==> config.mk <==
export PLATFORM = sky130hd
export DESIGN_NAME = lkah_interp
export DESIGN_NICKNAME = d
export VERILOG_FILES = /design/src/rtl/core/lkah_pkg.sv /design/src/rtl/core/lkah_interp.sv
export SDC_FILE = /design/constraint.sdc
export NUM_CORES = 2
export LEC_CHECK = 0
export BUFFER_PORTS_ARGS = -buffer_cell sky130_fd_sc_hd__buf_2
export CORE_ASPECT_RATIO = 1.5
export CORE_MARGIN = 5
export CORE_UTILIZATION = 60
export CTS_CLUSTER_DIAMETER = 30
export DETAILED_ROUTE_END_ITERATION = 16
export GPL_ROUTABILITY_DRIVEN = 0
export PLACE_DENSITY = 0.78
export RECOVER_POWER = 100
export SETUP_SLACK_MARGIN = 0.3
export SLEW_MARGIN = 10
export SYNTH_ARGS = -nofsm -noshare
export SYNTH_HDL_FRONTEND = slang
export SYNTH_SLANG_ARGS = --single-unit
==> constraint.sdc <==
create_clock -name clk -period 9.95 [get_ports clk]
set_clock_uncertainty 0.05 [all_clocks]
set_input_delay 0 -clock clk [delete_from_list [all_inputs] [get_ports clk]]
set_output_delay 0 -clock clk [all_outputs]
set_load 0.1 [all_outputs]
==> src/rtl/core/lkah_pkg.sv <==
`timescale 1ns / 1ps
// ----------------------------------------------------------------------------
// lkah_pkg
// Shared widths, types and codes for the segment lookahead pipeline.
// ----------------------------------------------------------------------------
package lkah_pkg;

    localparam int COORD_WIDTH = 32;
    localparam int FRAC_BITS   = 16;

    localparam int CW    = COORD_WIDTH;
    localparam int DW    = CW + 1;          // coordinate difference
    localparam int PW    = 2 * DW;          // product of two differences
    localparam int VVW   = PW;              // squared segment length
    localparam int DOTW  = PW + 1;          // projection dot product
    localparam int AW    = PW;              // magnitude of a cross component
    localparam int AL    = AW / 2;
    localparam int AH    = AW - AL;
    localparam int SQW   = 2 * AW;          // square of a cross component
    localparam int CCW   = SQW + 2;         // sum of three squares
    localparam int LW    = CW - 1;          // positive lookahead magnitude
    localparam int L2W   = 2 * LW;
    localparam int L2L   = L2W / 2;
    localparam int L2H   = L2W - L2L;
    localparam int VVL   = VVW / 2;
    localparam int VVH   = VVW - VVL;
    localparam int RADW  = L2W + VVW;       // radicand
    localparam int ROOTW = RADW / 2;
    localparam int NW    = DOTW + 1;        // advanced numerator
    localparam int QW    = FRAC_BITS;       // quotient bits
    localparam int TW    = FRAC_BITS + 1;   // seg_param width
    localparam int MW    = QW + 1 + DW;     // quotient times difference

    localparam int GEOM_STAGES   = 6;
    localparam int DIV_STAGES    = 1 + QW;
    localparam int INTERP_STAGES = 2;
    localparam int LATENCY = GEOM_STAGES + ROOTW + DIV_STAGES + INTERP_STAGES;

    typedef enum logic [1:0] {
        MODE_START = 2'd0,
        MODE_END   = 2'd1,
        MODE_MID   = 2'd2
    } mode_t;

    typedef struct packed {
        logic                  bad;
        logic [2:0][CW-1:0]    s;
        logic [2:0][DW-1:0]    v;
    } base_t;

    typedef struct packed {
        base_t                 base;
        logic [DOTW-1:0]       dot;
        logic [VVW-1:0]        vv;
    } side_t;

endpackage

==> src/rtl/core/lkah_interp.sv <==
`timescale 1ns / 1ps
// ----------------------------------------------------------------------------
// lkah_interp
// Scales the segment by the parameter, rounds, and registers the result.
// ----------------------------------------------------------------------------
module lkah_interp
(
    input  logic                        clk,
    input  logic                        rst_n,
    input  logic                        in_valid,
    input  logic [lkah_pkg::QW-1:0]     quot,
    input  lkah_pkg::mode_t             mode,
    input  lkah_pkg::base_t             base,
    output logic                        out_valid,
    output logic [2:0][lkah_pkg::CW-1:0] point,
    output logic [lkah_pkg::TW-1:0]     param,
    output logic                        bad
);

    localparam int CW = lkah_pkg::CW;
    localparam int MW = lkah_pkg::MW;
    localparam int F  = lkah_pkg::FRAC_BITS;

    logic                    vld_a_reg;
    logic signed [MW-1:0]    prod_reg [3];
    logic [lkah_pkg::QW-1:0] q_a_reg;
    lkah_pkg::mode_t         mode_a_reg;
    lkah_pkg::base_t         base_a_reg;

    always_ff @(posedge clk or negedge rst_n)
    begin
        if (!rst_n)
        begin
            vld_a_reg <= 1'b0;
            out_valid <= 1'b0;
        end
        else
        begin
            vld_a_reg <= in_valid;
            out_valid <= vld_a_reg;
        end
    end

    always_ff @(posedge clk)
    begin
        for (int k = 0; k < 3; k++)
        begin
            prod_reg[k] <= $signed({1'b0, quot}) * $signed(base.v[k]);
        end
        q_a_reg    <= quot;
        mode_a_reg <= mode;
        base_a_reg <= base;
    end

    logic [2:0][CW-1:0]      point_next;
    logic [lkah_pkg::TW-1:0] param_next;
    logic signed [MW-1:0]    rnd [3];

    for (genvar k = 0; k < 3; k++)
    begin : g_rnd
        assign rnd[k] = (prod_reg[k] + MW'(1 << (F - 1))) >>> F;
    end

    always_comb
    begin
        unique case (mode_a_reg)
            lkah_pkg::MODE_END:
            begin
                for (int k = 0; k < 3; k++)
                begin
                    point_next[k] = base_a_reg.s[k] + base_a_reg.v[k][CW-1:0];
                end
                param_next = lkah_pkg::TW'(1) << F;
            end
            lkah_pkg::MODE_MID:
            begin
                for (int k = 0; k < 3; k++)
                begin
                    point_next[k] = base_a_reg.s[k] + rnd[k][CW-1:0];
                end
                param_next = {1'b0, q_a_reg};
            end
            default:
            begin
                point_next = base_a_reg.s;
                param_next = '0;
            end
        endcase
    end

    always_ff @(posedge clk)
    begin
        point <= point_next;
        param <= param_next;
        bad   <= base_a_reg.bad;
    end

endmodule

# Yosys cells after proc, flatten, opt, wreduce, memory -nomap -nowiden
# Memory sizes are Yosys's and may differ from the RTL's.
# Index checks and enable logic that the tools add are counted.
[classes]
muxes = 2
n_eq_ne = 2
mul = 3
n_addsub = 9
[ops]
columns = ["cell", "count"]
rows = [
  ["adder 32 bit", 6],
  ["one-hot mux 96 bit (2 select lines)", 1],
  ["multiplier 17 x 33 -> 50 bit", 3],
  ["adder 48 x 17 -> 48 bit, second input constant", 3],
  ["one-hot mux 17 bit (2 select lines)", 1],
  ["equality test 2 x 1 -> 1 bit, second input constant", 1],
  ["equality test 2 bit, second input constant", 1],
]
[word_totals]
word_cells = 33
out_inout_bits = 115
regBits = 327
input_bits = 217
ramBits = 150
mem_count = 1
[mem_list]
columns = ["memory", "words", "word_bits", "rd", "rd_ports_with_merged_regs", "wr", "line", "source"]
rows = [
  ["prod_reg", 3, 50, 3, 0, 3, "lkah_interp.sv:25", "logic signed [MW-1:0] prod_reg [3];"],
]

# Logic depth before layout (Yosys ltp)
[logic_depth]
ltp_word = 3
mapped_depth = 27
ltp_nobuf = 25

# Least setup slack after synthesis
# No wires, ideal clock.
[synth_timing]
kind = "input-to-reg"
start = "input quot[8] (netlist bit)"
end = "memory prod_reg[0][146] (netlist bit)"
slack_ns = 3.603
stages = 26
setup_time_ns = 0.072
path_buffers = 2
t_arrival_ns = 6.225
path_cell_list = "clkbuf_1 clkbuf_1 nand2_1 fa_1 inv_1 fa_1 inv_1 fa_1 inv_1 fa_1 fa_1 inv_1 fa_1 inv_1 ha_1 a21o_1 a211oi_2 o21a_1 nor3_1 or4_4 o32ai_4 o31ai_2 a41o_1 o21a_1 nor2_1 xnor2_1"
[synth_rtl]
columns = ["element", "line", "source"]
rows = [
  ["start: declaration", "lkah_interp.sv:11", "input logic [lkah_pkg::QW-1:0] quot,"],
  ["end: declaration", "lkah_interp.sv:25", ""],
]

==> reports/summary.md <==
* 8 — Max-cap violations
* 12.5% — sequential cell area fraction in the yosys report
* capacitance limit, slew limit — violations in the final reports
* 9.05 ns — critical path data arrival time
* 52 — largest fanout on the critical path
* 54.2k — via count
* 10.1k — Nets
* 0 — Hold Fails Final Rpt
* 0 ns — setup TNS
* register — element type at the critical path end
* clkbuf_1 — highest-delay cell along the critical path
* 194 mm — final wirelength
* 10.49 ns — worst path required time
* input pin — sort of element at the start of the critical path
* built — CTS tree
* 0.69 ns — insertion delay to the later sink of the worst-skew pair
* 3527 — number of DRC markers in iteration 0
* 15 — FF-to-FF path depth
* 426 — clock sinks
* 314 mm — first-pass GRT wire length
* 78 — pin count of the biggest net entering global routing
* 7551 — number of standard cells after synthesis
* 0 — DRC viols
* 424 um — y dimension of the die
* 2.99 ns — slew at the pin closest to its max-slew limit
* 32.7% — global-route usage over all layers
* 0.0711 mm^2 — instance area at placement
* complete, but fails checks — status
* 152 — floorplan row count
* clkbuf_16 — master cell of the clock root buffer
* 75 — distinct cell type count of the synthesized netlist
* 117 MHz — maximum clock rate
* 0.469% — Async S/R FF share, synth
* 426 — count of state elements after synthesis
* 0.05 ns — clock transition at the registers of the reported paths
* 11.7% — area grow syn2layout
* buf_4 > clkbuf_1 > nand2_1 > fa_1 > inv_1 > fa_1 > fa_1 > fa_1 > fa_1 > inv_1 > fa_1 > inv_1 > ha_1 > a21oi_1 > nor2_1 > a2111oi_0 > nand3_1 > a31o_2 > a41oi_4 > o2111ai_1 > a21oi_1 > nor2_1 > o41ai_2 > xnor2_1 — CP cell instances
* input pin to register — start-to-end type of the worst setup path
* 418 — Final Max Slew Viols
* 3 — H-tree lvl count
* -99.1% — tightest slew margin relative to the limit
* false — setup repair after global routing missed its margin
* 1.44 ns — final setup slack of the worst path
* 10 — antenna violations before repair
* input pin to register — worst min path class
* 0 — number of cells upsized or downsized after cts
* 3 — worst-case clock buffer depth
* 8.51 ns — Final min period
* 286 um — width of the chip
* 0 — remaining global-route overflow
* 60.2% — starting utilization of the core area
* 140 mm — dpl hpwl
* 85.6% — post-route fraction of the period consumed by the critical path
* 0.0685 mm^2 — Post-Syn Area
* 20.4 um — post-detailed-route wirelength per cell
* 0 — number of enable-type register cells in the synthesized netlist
* 67.2% — final core utilization
* 7 — total iterations of the first detailed-routing run
* 0 — DRT antenna net count
* 2 — Hold Path Depth
* 0.0766 mm^2 — final design instance area without fill
* 2.02 ns — slowest cell delay on critical path
* 0 — final setup vio count
* 2.41 ns — worst setup slack after placement
* 9.07 um^2 — post-synthesis area per instance
* 5.70 — DR vias/cell
* 193 — flip-flop count of the largest register, all copies and words added
* 0.114 mm^2 — core outline area
* 9672 — net count after synthesis
* 76 — total CTS buffers
* 332 — io pins
* 0.121 mm^2 — area enclosed by the die boundary
* dfxtp_1 — flip-flop cell with the highest count after synthesis
* 331 — number of port buffers
* 61.0k — via count of the first global-routing pass
* fa_1 — critical path's most frequent cell
* 0 — Warnings, synthesis
* 3.78% — share of post-route cells with drive strength above 1
[cell usage after synthesis, drive strengths merged (3+ instances only)]
| library cell | instances | area share (%) |
|---|---|---|
| a2111oi | 5 | 0.073 |
| a211o | 3 | 0.038 |
| a211oi | 24 | 0.27 |
| a21boi | 8 | 0.088 |
| a21o | 78 | 0.85 |
| a21oi | 231 | 1.7 |
| a221oi | 4 | 0.051 |
| a31o | 8 | 0.10 |
| a31oi | 12 | 0.11 |
| a41oi | 5 | 0.091 |
| and2 | 720 | 6.6 |
| and3 | 38 | 0.35 |
| and4 | 7 | 0.089 |
| buf | 5 | 0.027 |
| clkbuf | 313 | 1.7 |
| dfxtp | 424 | 12 |
| fa | 1470 | 43 |
| ha | 434 | 7.9 |
| inv | 1684 | 9.2 |
| mux2 | 15 | 0.25 |
| nand2 | 1068 | 5.9 |
| nand2b | 21 | 0.19 |
| nand3 | 65 | 0.48 |
| nand4 | 29 | 0.26 |
| nor2 | 238 | 1.3 |
| nor2b | 21 | 0.19 |
| nor3 | 43 | 0.33 |
| o2111ai | 4 | 0.060 |
| o211ai | 12 | 0.13 |
| o21a | 32 | 0.35 |
| o21ai | 154 | 1.1 |
| o21bai | 21 | 0.23 |
| o31ai | 9 | 0.11 |
| o41ai | 3 | 0.071 |
| or3 | 7 | 0.064 |
| xnor2 | 162 | 2.1 |
| xor2 | 136 | 1.7 |
[layout make-up]
cell class / count / area (um^2)
multi-input cells: 5123 / 52400
fillers: 8503 / 37400
flip-flops and latches: 426 / 8540
inverters: 1684 / 6320
repair buffers: 671 / 4760
clock buffers: 85 / 1990
well taps: 1463 / 1830
clock inverters: 55 / 702
diodes: 8 / 20.0
[logic make-up (layout without fill, tap and decap cells)]
| kind of cell | count (synthesis) | count (layout) | share of synthesized area (%) |
|---|---|---|---|
| AND/OR/NAND/NOR | 2271 | 2271 | 15.8 |
| buffers and inverters | 2002 | 2495 | 11.0 |
| adder cells (fa/ha/maj) | 1904 | 1904 | 50.9 |
| AO/OA/AOI/OAI | 635 | 635 | 5.80 |
| flip-flops | 426 | 426 | 12.5 |
| XOR/XNOR | 298 | 298 | 3.81 |
| multiplexers | 15 | 15 | 0.246 |
| other | 0 | 8 | 0 |
[metrics by stage]
stage               std cells  hold slack, ns
floorplan                7551          -0.346
global placement         9056          -0.267
global route             9509           0.104
detailed placement       9056          -0.265
CTS                      9507          0.0617
finish                   9515          0.0995
[cells in the final DEF (no fill, tap or decap), types with 7 or more instances in the layout]
cell type,n
inv_1,1684
fa_1,1470
nand2_1,1068
and2_1,704
ha_1,434
dfxtp_1,424
dlygate4sd3_1,311
nor2_1,238
a21oi_1,231
clkbuf_1,229
xnor2_1,162
o21ai_0,153
xor2_1,136
buf_2,100
a21o_1,78
clkbuf_16,76
nand3_1,64
nor3_1,41
and3_1,38
o21a_1,32
buf_4,31
nand4_1,29
a211oi_1,24
nor2b_1,21
nand2b_1,21
o21bai_1,21
and2_0,16
o211ai_1,12
a31oi_1,12
mux2_2,12
inv_6,11
inv_8,11
clkinv_4,11
diode_2,8
o31ai_1,8
a21boi_0,8
and4_1,7
or3_1,7
a31o_2,7
[worst paths after layout]
| path | start | slack [ns] | endpoint |
|---|---|---|---|
| min in group asynchronous | rst_n | 0.14 | vld_a_reg$_DFF_PN0_ |
| worst min-delay path | quot[2] | 0.1 | q_a_reg[2]$_DFF_P_ |
| max in group asynchronous | rst_n | 9.58 | out_valid$_DFF_PN0_ |
| worst max-delay path | quot[8] | 1.44 | prod_reg[0][44]$_DFF_P_ |
| worst max register to register | mode_a_reg[1]$_DFF_P_ | 1.85 | point[52]$_DFF_P_ |
| worst min register to register | base_a_reg[195]$_DFF_P_ | 0.27 | bad$_DFF_P_ |
[worst max-delay path: cells and delay by family]
kind / cells / cell delay [ns]
AO/OA/AOI/OAI: 7 / 1.92
XOR/XNOR: 1 / 0.16
adder cells (fa/ha/maj): 7 / 3.46
buffers and inverters: 5 / 2.79
AND/OR/NAND/NOR: 4 / 0.63
[repair_timing]
item                      4_1_cts  5_1_grt
hold endpoints to repair      211        0
setup buffers                   0        0
hold buffers                  311        0
[metal layers]
layer | track usage [%] | vias to the layer above | share of wire (%)
li1 | - | 23200 | -
met1 | 36.3 | 27100 | 34
met2 | 57.8 | 2910 | 50
met3 | 6.66 | 1021 | 8.7
met4 | 19.7 | 8 | 7.5
met5 | 0 | - | 0.030
Power is not shown: default switching activity piles up to over one toggle a cycle in this logic, so the estimate is an artifact.
